[config.mk]
export PLATFORM = sky130hd
export DESIGN_NAME = signal_lamp_period_meter_core
export DESIGN_NICKNAME = d
export VERILOG_FILES = /design/src/rtl/slpm_pkg.sv /design/src/rtl/slpm_front.sv /design/src/rtl/slpm_fifo.sv /design/src/rtl/slpm_ctrl.sv /design/src/rtl/slpm_accum.sv /design/src/rtl/signal_lamp_period_meter_core.sv
export SDC_FILE = /design/constraint.sdc
export NUM_CORES = 2
export LEC_CHECK = 0
export CORE_MARGIN = 1
export CORE_UTILIZATION = 60
export CTS_CLUSTER_SIZE = 12
export DETAILED_ROUTE_END_ITERATION = 8
export DONT_BUFFER_PORTS = 1
export PLACE_DENSITY = 0.86
export RECOVER_POWER = 100
export SLEW_MARGIN = 20
export SYNTH_ARGS = -nofsm -noshare
export SYNTH_HDL_FRONTEND = slang
export SYNTH_SLANG_ARGS = --single-unit
[constraint.sdc]
create_clock -name clk -period 10.5 [get_ports clk]
set_clock_uncertainty 0.1 [all_clocks]
set_input_delay 1.05 -clock clk [delete_from_list [all_inputs] [get_ports clk]]
set_output_delay 1.05 -clock clk [all_outputs]
set_load 0.01 [all_outputs]
[src/rtl/slpm_pkg.sv]
`timescale 1ns / 1ps

package slpm_pkg;

	localparam int TOTAL_W = 32;
	localparam int SEC_W   = 23;
	localparam int AMT_W   = 17;
	localparam int CFG_W   = 16;
	localparam int IDX_W   = 2;

	// floor(x / 1000) == (x * RECIP_1000) >> RECIP_SHIFT for every 32-bit x
	localparam int RECIP_W     = 29;
	localparam int RECIP_SHIFT = 38;
	localparam int PROD_W      = TOTAL_W + RECIP_W;
	localparam logic [RECIP_W-1:0] RECIP_1000 = 29'd274877907;

	localparam int Q_DEPTH = 2;
	localparam int Q_AW    = 1;

	localparam logic [CFG_W-1:0] MIN_DARK_RST  = 16'd2000;
	localparam logic [CFG_W-1:0] FLASH_MIN_RST = 16'd400;
	localparam logic [CFG_W-1:0] FLASH_MAX_RST = 16'd800;
	localparam logic [CFG_W-1:0] END_QUIET_RST = 16'd2000;

	localparam logic [1:0] COUNT_MAX = 2'd2;

	typedef enum logic [IDX_W-1:0] {
		CFG_MIN_DARK  = 2'd0,
		CFG_FLASH_MIN = 2'd1,
		CFG_FLASH_MAX = 2'd2,
		CFG_END_QUIET = 2'd3
	} cfg_idx_t;

	typedef enum logic [1:0] {
		MODE_OFF   = 2'd0,
		MODE_ON    = 2'd1,
		MODE_FLASH = 2'd2
	} mode_t;

	// one filtered sample, as queued between front and back
	typedef struct packed {
		logic        level;
		logic        rise;
		logic        fall;
		logic [31:0] now_ms;
	} smp_t;

	// control decisions for one sample, handed to the accumulator
	typedef struct packed {
		logic               level;
		mode_t              mode;
		logic               flashing;
		logic               measuring;
		logic               active;
		logic               done;
		logic               clear;
		logic               flash_add;
		logic               steady_add;
		logic [AMT_W-1:0]   flash_amt;
		logic [TOTAL_W-1:0] steady_amt;
	} ev_t;

endpackage

[src/rtl/slpm_front.sv]
`timescale 1ns / 1ps

module slpm_front import slpm_pkg::*; (
	input  logic        clk,
	input  logic        arst_n,
	input  logic        in_valid,
	output logic        in_ready,
	input  logic        lamp_raw,
	input  logic [31:0] now_ms,
	input  logic        q_full,
	output logic        push,
	output smp_t        push_item
);

	logic [2:0] window_q;
	logic       prev_q;
	logic [2:0] window_nxt;
	logic       level;

	assign in_ready   = !q_full;
	assign push       = in_valid && in_ready;
	assign window_nxt = {window_q[1:0], lamp_raw};
	// 2-of-3 majority
	assign level = (window_nxt[0] & window_nxt[1]) | (window_nxt[0] & window_nxt[2]) |
		(window_nxt[1] & window_nxt[2]);

	always_comb begin
		push_item.level  = level;
		push_item.rise   = level && !prev_q;
		push_item.fall   = !level && prev_q;
		push_item.now_ms = now_ms;
	end

	always_ff @(posedge clk or negedge arst_n) begin
		if (!arst_n) begin
			window_q <= '0;
			prev_q   <= 1'b0;
		end else if (push) begin
			window_q <= window_nxt;
			prev_q   <= level;
		end
	end

endmodule

[src/rtl/slpm_fifo.sv]
`timescale 1ns / 1ps

module slpm_fifo import slpm_pkg::*; (
	input  logic clk,
	input  logic arst_n,
	input  logic push,
	input  smp_t push_item,
	output logic full,
	input  logic pop,
	output logic nonempty,
	output smp_t head
);

	smp_t            mem [Q_DEPTH];
	logic [Q_AW-1:0] wr_q;
	logic [Q_AW-1:0] rd_q;
	logic [Q_AW:0]   count_q;

	assign full     = (count_q == (Q_AW+1)'(Q_DEPTH));
	assign nonempty = (count_q != '0);
	assign head     = mem[rd_q];

	always_ff @(posedge clk) begin
		if (push) begin
			mem[wr_q] <= push_item;
		end
	end

	always_ff @(posedge clk or negedge arst_n) begin
		if (!arst_n) begin
			wr_q    <= '0;
			rd_q    <= '0;
			count_q <= '0;
		end else begin
			if (push) begin
				wr_q <= (wr_q == Q_AW'(Q_DEPTH - 1)) ? '0 : wr_q + 1'b1;
			end
			if (pop) begin
				rd_q <= (rd_q == Q_AW'(Q_DEPTH - 1)) ? '0 : rd_q + 1'b1;
			end
			if (push && !pop) begin
				count_q <= count_q + 1'b1;
			end else if (pop && !push) begin
				count_q <= count_q - 1'b1;
			end
		end
	end

	assert property (@(posedge clk) disable iff (!arst_n)
		pop |-> nonempty) else $error("queue popped while empty");
	assert property (@(posedge clk) disable iff (!arst_n)
		push && !pop && !full |=> count_q == $past(count_q) + 1'b1)
		else $error("queue count lost a beat");

endmodule

[src/rtl/slpm_ctrl.sv]
`timescale 1ns / 1ps

module slpm_ctrl import slpm_pkg::*; #(
	parameter int TIME_BITS = 32
) (
	input  logic             clk,
	input  logic             arst_n,
	input  logic             cfg_we,
	input  logic [IDX_W-1:0] cfg_index,
	input  logic [CFG_W-1:0] cfg_data,
	input  logic             q_valid,
	input  smp_t             q_item,
	input  logic             adv,
	output logic             pop,
	output logic             ev_valid,
	output ev_t              ev
);

	logic [CFG_W-1:0] min_dark_q, flash_min_q, flash_max_q, end_quiet_q;

	logic [TIME_BITS-1:0] dark_start_q, light_start_q, last_off_q, last_dark_q;
	logic                 awaiting_q, measure_q, active_q, flash_q;
	logic [1:0]           count_q;
	mode_t                mode_q;

	logic [TIME_BITS-1:0] dark_start_n, light_start_n, last_off_n, last_dark_n;
	logic                 awaiting_n, measure_n, active_n, flash_n;
	logic [1:0]           count_n;
	mode_t                mode_n;

	logic [TIME_BITS-1:0] now_t, dark, light, quiet;
	logic                 light_band, dark_band;
	ev_t                  ev_n;
	logic                 ev_valid_s1;
	ev_t                  ev_s1;

	assign pop = q_valid && adv;

	always_ff @(posedge clk or negedge arst_n) begin
		if (!arst_n) begin
			min_dark_q  <= MIN_DARK_RST;
			flash_min_q <= FLASH_MIN_RST;
			flash_max_q <= FLASH_MAX_RST;
			end_quiet_q <= END_QUIET_RST;
		end else if (cfg_we) begin
			unique case (cfg_index)
				CFG_MIN_DARK:  min_dark_q  <= cfg_data;
				CFG_FLASH_MIN: flash_min_q <= cfg_data;
				CFG_FLASH_MAX: flash_max_q <= cfg_data;
				CFG_END_QUIET: end_quiet_q <= cfg_data;
			endcase
		end
	end

	always_comb begin
		now_t = TIME_BITS'(q_item.now_ms);
		dark  = now_t - dark_start_q;
		light = now_t - light_start_q;
		quiet = now_t - last_off_q;
		light_band = (light >= TIME_BITS'(flash_min_q)) && (light <= TIME_BITS'(flash_max_q));
		dark_band  = (last_dark_q >= TIME_BITS'(flash_min_q)) &&
			(last_dark_q <= TIME_BITS'(flash_max_q));

		dark_start_n  = dark_start_q;
		light_start_n = light_start_q;
		last_off_n    = last_off_q;
		last_dark_n   = last_dark_q;
		awaiting_n    = awaiting_q;
		measure_n     = measure_q;
		active_n      = active_q;
		flash_n       = flash_q;
		count_n       = count_q;
		mode_n        = mode_q;

		ev_n            = '0;
		// both periods are inside the flash band when this amount is used
		ev_n.flash_amt  = AMT_W'(light[CFG_W-1:0]) + AMT_W'(last_dark_q[CFG_W-1:0]);
		ev_n.steady_amt = (|(light >> TOTAL_W)) ? '1 : TOTAL_W'(light);

		if (q_item.rise) begin
			last_dark_n   = dark;
			light_start_n = now_t;
			mode_n        = MODE_ON;
			if (awaiting_q && dark >= TIME_BITS'(min_dark_q)) begin
				measure_n  = 1'b1;
				awaiting_n = 1'b0;
				ev_n.clear = 1'b1;
				if (count_q != COUNT_MAX) begin
					count_n = count_q + 1'b1;
				end
				active_n = (count_n == COUNT_MAX);
			end
		end else if (q_item.fall) begin
			last_off_n   = now_t;
			dark_start_n = now_t;
			mode_n       = MODE_OFF;
			if (light_band && dark_band) begin
				if (!flash_q) begin
					flash_n = 1'b1;
					mode_n  = MODE_FLASH;
				end
				ev_n.flash_add = 1'b1;
			end else begin
				flash_n = 1'b0;
				ev_n.steady_add = measure_q && (light > TIME_BITS'(flash_max_q));
			end
		end

		// a falling edge restarts the quiet time, so no end of measurement there
		if (measure_q && !q_item.level && !q_item.fall &&
			quiet > TIME_BITS'(end_quiet_q)) begin
			active_n   = 1'b0;
			measure_n  = 1'b0;
			awaiting_n = 1'b1;
			ev_n.done  = 1'b1;
		end

		ev_n.level     = q_item.level;
		ev_n.mode      = mode_n;
		ev_n.flashing  = flash_n;
		ev_n.measuring = measure_n;
		ev_n.active    = active_n;
	end

	always_ff @(posedge clk or negedge arst_n) begin
		if (!arst_n) begin
			dark_start_q  <= '0;
			light_start_q <= '0;
			last_off_q    <= '0;
			last_dark_q   <= '0;
			awaiting_q    <= 1'b1;
			measure_q     <= 1'b0;
			active_q      <= 1'b0;
			flash_q       <= 1'b0;
			count_q       <= '0;
			mode_q        <= MODE_OFF;
			ev_valid_s1   <= 1'b0;
		end else begin
			if (pop) begin
				dark_start_q  <= dark_start_n;
				light_start_q <= light_start_n;
				last_off_q    <= last_off_n;
				last_dark_q   <= last_dark_n;
				awaiting_q    <= awaiting_n;
				measure_q     <= measure_n;
				active_q      <= active_n;
				flash_q       <= flash_n;
				count_q       <= count_n;
				mode_q        <= mode_n;
			end
			if (adv) begin
				ev_valid_s1 <= pop;
			end
		end
	end

	always_ff @(posedge clk) begin
		if (pop) begin
			ev_s1 <= ev_n;
		end
	end

	assign ev_valid = ev_valid_s1;
	assign ev       = ev_s1;

	assert property (@(posedge clk) disable iff (!arst_n)
		measure_q != awaiting_q) else $error("measure and awaiting-dark both set or both clear");
	assert property (@(posedge clk) disable iff (!arst_n)
		active_q |-> measure_q) else $error("countdown active outside a measurement");
	assert property (@(posedge clk) disable iff (!arst_n)
		ev_valid_s1 && ev_s1.done |-> !ev_s1.level && !ev_s1.measuring)
		else $error("measurement ended on a lit sample");

endmodule

[src/rtl/slpm_accum.sv]
`timescale 1ns / 1ps

module slpm_accum import slpm_pkg::*; (
	input  logic               clk,
	input  logic               arst_n,
	input  logic               ev_valid,
	input  ev_t                ev,
	output logic               adv,
	output logic               out_valid,
	input  logic               out_ready,
	output ev_t                out_ev,
	output logic [SEC_W-1:0]   seconds
);

	logic [TOTAL_W-1:0] flash_total_q, steady_total_q;
	logic [TOTAL_W:0]   flash_sum, steady_sum, both_sum;
	logic [TOTAL_W-1:0] total_s2;
	logic [PROD_W-1:0]  prod_s3;
	ev_t                ev_s2, ev_s3, out_q;
	logic               v_s2, v_s3, v_out_q;
	logic [SEC_W-1:0]   seconds_q;

	assign adv = !v_out_q || out_ready;

	assign flash_sum  = {1'b0, flash_total_q} + (TOTAL_W+1)'(ev.flash_amt);
	assign steady_sum = {1'b0, steady_total_q} + {1'b0, ev.steady_amt};
	// totals are not touched on the sample that ends a measurement
	assign both_sum   = {1'b0, flash_total_q} + {1'b0, steady_total_q};

	always_ff @(posedge clk or negedge arst_n) begin
		if (!arst_n) begin
			flash_total_q  <= '0;
			steady_total_q <= '0;
			seconds_q      <= '0;
			v_s2           <= 1'b0;
			v_s3           <= 1'b0;
			v_out_q        <= 1'b0;
		end else if (adv) begin
			v_s2    <= ev_valid;
			v_s3    <= v_s2;
			v_out_q <= v_s3;
			if (ev_valid) begin
				if (ev.clear) begin
					flash_total_q  <= '0;
					steady_total_q <= '0;
				end else if (ev.flash_add) begin
					flash_total_q <= flash_sum[TOTAL_W] ? '1 : flash_sum[TOTAL_W-1:0];
				end else if (ev.steady_add) begin
					steady_total_q <= steady_sum[TOTAL_W] ? '1 : steady_sum[TOTAL_W-1:0];
				end
			end
			if (v_s3 && ev_s3.done) begin
				seconds_q <= prod_s3[RECIP_SHIFT +: SEC_W];
			end
		end
	end

	always_ff @(posedge clk) begin
		if (adv) begin
			ev_s2    <= ev;
			total_s2 <= both_sum[TOTAL_W] ? '1 : both_sum[TOTAL_W-1:0];
			ev_s3    <= ev_s2;
			prod_s3  <= PROD_W'(total_s2) * PROD_W'(RECIP_1000);
			out_q    <= ev_s3;
		end
	end

	assign out_valid = v_out_q;
	assign out_ev    = out_q;
	assign seconds   = seconds_q;

	assert property (@(posedge clk) disable iff (!arst_n)
		adv && ev_valid && ev.clear |=> flash_total_q == '0 && steady_total_q == '0)
		else $error("totals not cleared at measurement start");

endmodule

[src/rtl/signal_lamp_period_meter_core.sv]
`timescale 1ns / 1ps
// Lamp period meter: one raw lamp sample with a millisecond timestamp per input beat,
// one status beat out per input beat, in order.
// Input channel in_valid/in_ready carries lamp_raw and now_ms. The front end
// runs the 2-of-3 majority filter and edge detection and drops the sample into a
// two-entry queue; in_ready is low only while that queue is full.
// The back end takes one sample per cycle while not held: a control stage (edges,
// flash/steady classification, measurement start and end), an accumulate stage
// (saturating totals and their sum), a multiply stage (divide by 1000 through a
// reciprocal) and the output register. Output channel out_valid/out_ready.
// An input beat passes the queue and the control, accumulate, multiply and output
// registers before out_valid; throughput is one beat per cycle when not stalled.
// When out_ready is low with an output beat pending, the whole back end holds;
// the queue fills up to its two entries, then in_ready drops until the output drains.
// cfg_we writes register cfg_index with cfg_data at once; write only while idle.
// Reset (arst_n low) restores the register defaults, empties the queue and
// pipeline and clears all timing state; no output beat is pending afterwards.
module signal_lamp_period_meter_core import slpm_pkg::*; #(
	parameter int TIME_BITS = 32
) (
	input  logic                 clk,
	input  logic                 arst_n,
	input  logic                 cfg_we,
	input  logic [IDX_W-1:0]     cfg_index,
	input  logic [CFG_W-1:0]     cfg_data,
	input  logic                 in_valid,
	output logic                 in_ready,
	input  logic                 lamp_raw,
	input  logic [31:0]          now_ms,
	output logic                 out_valid,
	input  logic                 out_ready,
	output logic                 lamp_level,
	output logic [1:0]           lamp_mode,
	output logic                 flashing,
	output logic                 measuring,
	output logic                 countdown_active,
	output logic                 measure_done,
	output logic [SEC_W-1:0]     countdown_seconds
);

	logic push, q_full, q_nonempty, pop, adv, ev_valid;
	smp_t push_item, q_head;
	ev_t  ev, out_ev;

	slpm_front u_front (
		.clk       (clk),
		.arst_n    (arst_n),
		.in_valid  (in_valid),
		.in_ready  (in_ready),
		.lamp_raw  (lamp_raw),
		.now_ms    (now_ms),
		.q_full    (q_full),
		.push      (push),
		.push_item (push_item)
	);

	slpm_fifo u_fifo (
		.clk       (clk),
		.arst_n    (arst_n),
		.push      (push),
		.push_item (push_item),
		.full      (q_full),
		.pop       (pop),
		.nonempty  (q_nonempty),
		.head      (q_head)
	);

	slpm_ctrl #(
		.TIME_BITS (TIME_BITS)
	) u_ctrl (
		.clk       (clk),
		.arst_n    (arst_n),
		.cfg_we    (cfg_we),
		.cfg_index (cfg_index),
		.cfg_data  (cfg_data),
		.q_valid   (q_nonempty),
		.q_item    (q_head),
		.adv       (adv),
		.pop       (pop),
		.ev_valid  (ev_valid),
		.ev        (ev)
	);

	slpm_accum u_accum (
		.clk       (clk),
		.arst_n    (arst_n),
		.ev_valid  (ev_valid),
		.ev        (ev),
		.adv       (adv),
		.out_valid (out_valid),
		.out_ready (out_ready),
		.out_ev    (out_ev),
		.seconds   (countdown_seconds)
	);

	assign lamp_level       = out_ev.level;
	assign lamp_mode        = out_ev.mode;
	assign flashing         = out_ev.flashing;
	assign measuring        = out_ev.measuring;
	assign countdown_active = out_ev.active;
	assign measure_done     = out_ev.done;

endmodule

# Word level (Yosys, flattened, before mapping)
# Memories as Yosys holds them, arrays and structs flattened.
# Index checks and enable logic that the tools add are counted.
[classes]
muxes = 34
order_cmp = 7
mul = 1
n_eq_ne = 7
addsub = 11
bitwise_logic = 7
n_reduce_logical = 44
[op_table]
columns = ["operator", "n"]
rows = [
  ["32-bit two-way mux", 7],
  ["32-bit by 16-bit greater-or-equal comparator with 1-bit output", 3],
  ["32-bit by 32-bit adder with 33-bit output", 2],
  ["32-bit by 16-bit greater-than comparator with 1-bit output", 2],
  ["32-bit by 16-bit less-or-equal comparator with 1-bit output", 2],
  ["32-bit subtractor", 2],
  ["32-bit by 29-bit multiplier with 61-bit output (second input constant)", 1],
  ["32-bit by 17-bit adder with 33-bit output", 1],
  ["1-bit two-way mux", 18],
  ["2-bit two-way mux", 9],
  ["16-bit by 16-bit adder with 17-bit output", 1],
  ["1-bit logical AND", 15],
  ["2-bit AND reduction", 6],
  ["3-bit AND reduction", 4],
  ["2-bit nonzero test", 6],
  ["2-bit equality test (second input constant)", 4],
  ["1-bit zero test", 8],
  ["2-bit by 1-bit adder with 2-bit output (second input constant)", 2],
  ["4-bit AND reduction", 1],
  ["1-bit AND", 3],
  ["3-bit OR reduction", 1],
  ["1-bit adder (second input constant)", 2],
  ["2-bit by 1-bit equality test with 1-bit output (second input constant)", 1],
  ["2-bit zero test", 1],
  ["7 further kinds", 9],
]
[totals]
input_bits = 56
reg_bits = 439
output_inout_bits = 32
mem_bits_rw = 70
wordCells = 168
n_memories = 1
[memory_table]
columns = ["memory", "words", "word_bits", "read_ports", "rd_ports_with_merged_regs", "wr", "line_no", "rtl"]
rows = [
  ["u_fifo.mem", 2, 35, 1, 0, 1, "slpm_fifo.sv:14", "smp_t mem [Q_DEPTH];"],
]

# Logic depth before layout (Yosys ltp)
# An unclocked memory read counts as a cell.
[depth]
depth_word = 10
ltp_mapped = 26
ltp_nobuf = 26

# By module
# From an unflattened synthesis, not the netlist that was laid out.
[unflattened]
cells_unflattened = 4369
area_unflattened_um2 = 47689.5
[modules_own_cells]
columns = ["module", "area_per_inst_um2", "seq_area_each_um2", "cells_each", "instances"]
rows = [
  ["slpm_accum", 29224.3, 9218.8, 2609, 1],
  ["slpm_ctrl", 15202.1, 6024.5, 1591, 1],
  ["slpm_fifo", 2865.2, 2202.1, 125, 1],
  ["slpm_front", 397.9, 75.1, 44, 1],
]

# Worst setup path before layout
# Ideal clock, no wire load.
[synth_timing]
path_kind = "register -> register"
start = "reg u_accum.total_s2[9]"
end = "reg u_accum.prod_s3[60] (data pin)"
stages_incl_launch_ff = 25
synth_period_minus_slack_ns = 7.485
setup_ns = 0.265
required_time_ns = 10.135
setup_slack_ns = 3.015
t_arrival_ns = 7.120
n_path_buf = 0
path_cell_list = "edfxtp_1 > ha_1 > fa_1 > fa_1 > inv_1 > fa_1 > inv_1 > fa_1 > fa_1 > fa_1 > inv_1 > fa_1 > inv_1 > ha_1 > a221oi_1 > o21ai_0 > a221oi_1 > o211ai_1 > o221ai_1 > a211o_1 > a21oi_1 > o41a_1 > a21o_1 > and4_1 > or3_1"
[synth_via]
elab_chain_len = 1
[synth_rtl]
columns = ["element", "line_no", "rtl"]
rows = [
  ["start, declared", "slpm_accum.sv:17", "logic [TOTAL_W-1:0] total_s2;"],
  ["start signal, assigned", "slpm_accum.sv:61", "total_s2 <= both_sum[TOTAL_W] ? '1 : both_sum[TOTAL_W-1:0];"],
  ["32-bit by 29-bit multiplier with 61-bit output", "slpm_accum.sv:63", "prod_s3 <= PROD_W'(total_s2) * PROD_W'(RECIP_1000);"],
  ["end signal, assigned", "slpm_accum.sv:63", ""],
  ["end, declared", "slpm_accum.sv:18", "logic [PROD_W-1:0] prod_s3;"],
]
# Every way passes these cells.
# A chain may end at the register's enable or synchronous reset.

# Final worst setup path
[layout_timing]
start = "reg u_accum.total_s2[19]"
end = "reg u_accum.prod_s3[59] (data pin)"
# Same word-level chain as after synthesis.

==> impl_metrics.env <==
export IMPL_port_buffer_count=0
export IMPL_crit_buf_inv=4
export IMPL_timing_slew_headroom=-1.80
export IMPL_route_vias_total=29800
export IMPL_syn_num_nets=5160
export IMPL_htreeDepth=2
export IMPL_drc=0
export IMPL_cts_hold_buf=0
export IMPL_worst_slack_ps=1660
export IMPL_critPathRequiredTime_ps=10840
export IMPL_dpl_hpwl_um=74700
export IMPL_drtIter0Drc=1965
export IMPL_die_h_um=266
export IMPL_grt_pass1_vias=31300
export IMPL_crit_top_cell="fa_1"
export IMPL_violations="max-capacitance violations, max-slew violations"
export IMPL_insertion_delay_ps=610
export IMPL_fin_crit_sh=0.842
export IMPL_instances_no_fill=5115
export IMPL_yosys_warnings=0
export IMPL_clock_sinks=471
export IMPL_wl_per_cell_um=18.4
export IMPL_rsz0062_at_grt="false"
export IMPL_status="complete, but fails checks"
export IMPL_post_route_min_period_ps=8840
export IMPL_io_pins=88
export IMPL_max_stage_delay_ps=860
export IMPL_antenna_found_initial=0
export IMPL_grt_ovfl_total=0
export IMPL_critical_path_class="flop to flop"
export IMPL_grt_pass1_wl_um=156000
export IMPL_worstSetupEndpointType="flop"
export IMPL_crit_arrival_ps=9180
export IMPL_timing_hold_violations_final=0
export IMPL_setup_viol=0
export IMPL_async_reset_ff_frac=0.565
export IMPL_synth_area_leaders="ha_1 19%, dfrtp_1 15%, edfxtp_1 15%"
export IMPL_synth_yosys_seq_area_share=0.307
export IMPL_diodes=0
export IMPL_path_cells="ha_1 > fa_1 > fa_1 > inv_1 > fa_1 > inv_1 > fa_1 > fa_1 > fa_1 > inv_1 > fa_1 > inv_1 > ha_1 > nand4_1 > nor3_1 > nand3_1 > a311oi_1 > o221ai_1 > a211o_1 > a21oi_1 > o41a_1 > and3_1 > o21ai_0 > a211oi_1"
export IMPL_syn_area_um2=41800
export IMPL_cap_violations=8
export IMPL_drt_wl_total_um=94100
export IMPL_min_path_type="primary input to async pin"
export IMPL_core_area_um2=68800
export IMPL_clk_pin_slew_ps=60
export IMPL_rows=96
export IMPL_worst_path_max_delay_cell="a311oi_1"
export IMPL_utilization=0.644
export IMPL_slew_viol_final=464
export IMPL_r2r_slack_ps=1660
export IMPL_grt_max_degree=267
export IMPL_drive_gt1_frac=0.0500
export IMPL_nNetsFinal=5148
export IMPL_synth_edff_count=205
export IMPL_start_util=0.608
export IMPL_dp_slack_ps=1790
export IMPL_cts_tree="built"
export IMPL_path_delay_family="adder cells"
export IMPL_first_pass_iters=5
export IMPL_ys_ff_latch=471
export IMPL_synthCells=4155
export IMPL_grt_usage=0.274
export IMPL_avgViaCountPerCell=5.83
export IMPL_synth_top_area_share=0.193
export IMPL_ys_types=90
export IMPL_cts_resized=0
export IMPL_crit_path_max_fanout=10
export IMPL_ant_nets=0
export IMPL_cts_inserted_buffers=51
export IMPL_yosys_area_top_type="ha_1"
export IMPL_max_freq_ghz=0.113
export IMPL_startpoint_type="flop"
export IMPL_cts_root_buf="clkbuf_16"
export IMPL_dieArea_um2=70800
export IMPL_place_inst=5021
export IMPL_setup_tns_ps=0
export IMPL_die_w_um=266
export IMPL_tightestPinTransition_ps=4200
export IMPL_synthToLayoutAreaGrowth_pct=6.02
export IMPL_syn_area_per_cell_um2=10.1
export IMPL_cts_max_path_buffers=3
export IMPL_synth_flop_cell="dfrtp_1"
export IMPL_cts_setup_buffers=0
export IMPL_gp_congestion=0.983
[layout by cell type, fill, tap and decap left out, types with 98 or more instances in the layout]
cell      instances
a21o_1          102
a21oi_1         181
dfrtp_1         246
edfxtp_1        205
fa_1            304
ha_1            645
inv_1           738
nand2_1         342
nor2_1          141
o21ai_0         252
xnor2_1          98
[flip-flops by register name, indices dropped and copies added, names as in the netlist, 7 cells and up]
signal and cells:
u_fifo.mem 70, u_ctrl.ev 59, u_accum.flash_total_q 32, u_accum.steady_total_q 32
u_accum.total_s2 32, u_ctrl.dark_start_q 32, u_ctrl.last_dark_q 32, u_ctrl.light_start_q 32
u_accum.prod_s3 23, u_accum.seconds 23, u_ctrl.end_quiet_q 16, u_ctrl.flash_max_q 16
u_ctrl.flash_min_q 16, u_ctrl.min_dark_q 16, u_accum.ev_s2 7, u_accum.ev_s3 7
u_accum.out_ev 7
[cell usage after synthesis, drive strengths merged (6+ instances only)]
master   instances
ha             645
nor2b           37
o21a            34
nand2b          36
dfrtp          247
a311oi           9
and4            12
mux2            85
nand3           51
or2             13
fa             304
and2            20
xnor2           98
a211o            9
nor3b            9
xor2            44
a2111oi          8
o31ai           19
clkbuf          69
and3            22
a211oi          34
a31oi           30
a221oi           7
o211ai          17
mux2i           43
nor4            15
edfxtp         205
inv            739
o21ai          255
nor3            64
nand2          345
a31o             6
nand4           40
or3             14
o21bai          34
a21boi           6
a21oi          181
nand3b           7
nor2           144
dfstp           19
buf              9
a21o           102
[path summary, 6_finish.rpt]
check / from / end / cells after the start
worst max-delay path: u_accum.total_s2[19] / u_accum.prod_s3[59] / 24
worst min-delay path: arst_n / u_ctrl.min_dark_q[5] / 0
worst max register to register: u_accum.total_s2[19] / u_accum.prod_s3[59] / 24
worst min register to register: u_ctrl.ev[55] / u_accum.ev_s2[55] / 0
max in group asynchronous: arst_n / u_accum.steady_total_q[12] / 0
min in group clk: u_ctrl.ev[55] / u_accum.ev_s2[55] / 0
[stage by stage]
| step | instance area (µm²) | hold WS (ps) |
|---|---|---|
| CTS | 44500 | 21.3 |
| detailed placement | 42800 | 305 |
| global route | 44400 | 21.5 |
| floorplan | 41800 | 300 |
| finish | 44400 | 44.0 |
| global placement | 42800 | 302 |
[cell type report]
class	count	area [µm²]
clock buffer	73	1430
clock inverter	21	198
fill	5157	24500
inverter	739	2770
multi-input combinational	2867	25900
sequential	471	12800
tap	931	1160
timing repair buffer	13	60.1
[logic make-up (layout without fill, tap and decap cells)]
| family | Yosys count | after routing | share of synthesized area |
|---|---|---|---|
| multiplexers | 128 | 128 | 0.0333 |
| adder cells (fa/ha/maj) | 950 | 950 | 0.339 |
| flip-flops | 471 | 471 | 0.307 |
| buffers and inverters | 817 | 846 | 0.0734 |
| XOR/XNOR | 142 | 142 | 0.0297 |
| AND/OR/NAND/NOR | 839 | 839 | 0.0957 |
| AO/OA/AOI/OAI | 808 | 808 | 0.122 |
[routing by layer]
metal / global-route usage / up-vias / share of wire
met4: 0.131 / 0 / 0.052
li1: - / 14200 / -
met3: 0.0404 / 277 / 0.050
met5: 0 / - / 0
met1: 0.332 / 14500 / 0.41
met2: 0.480 / 860 / 0.49
Power is left out: the tool's default activity adds up to more than one toggle a clock period on the data nets, which glitch-free logic cannot reach.
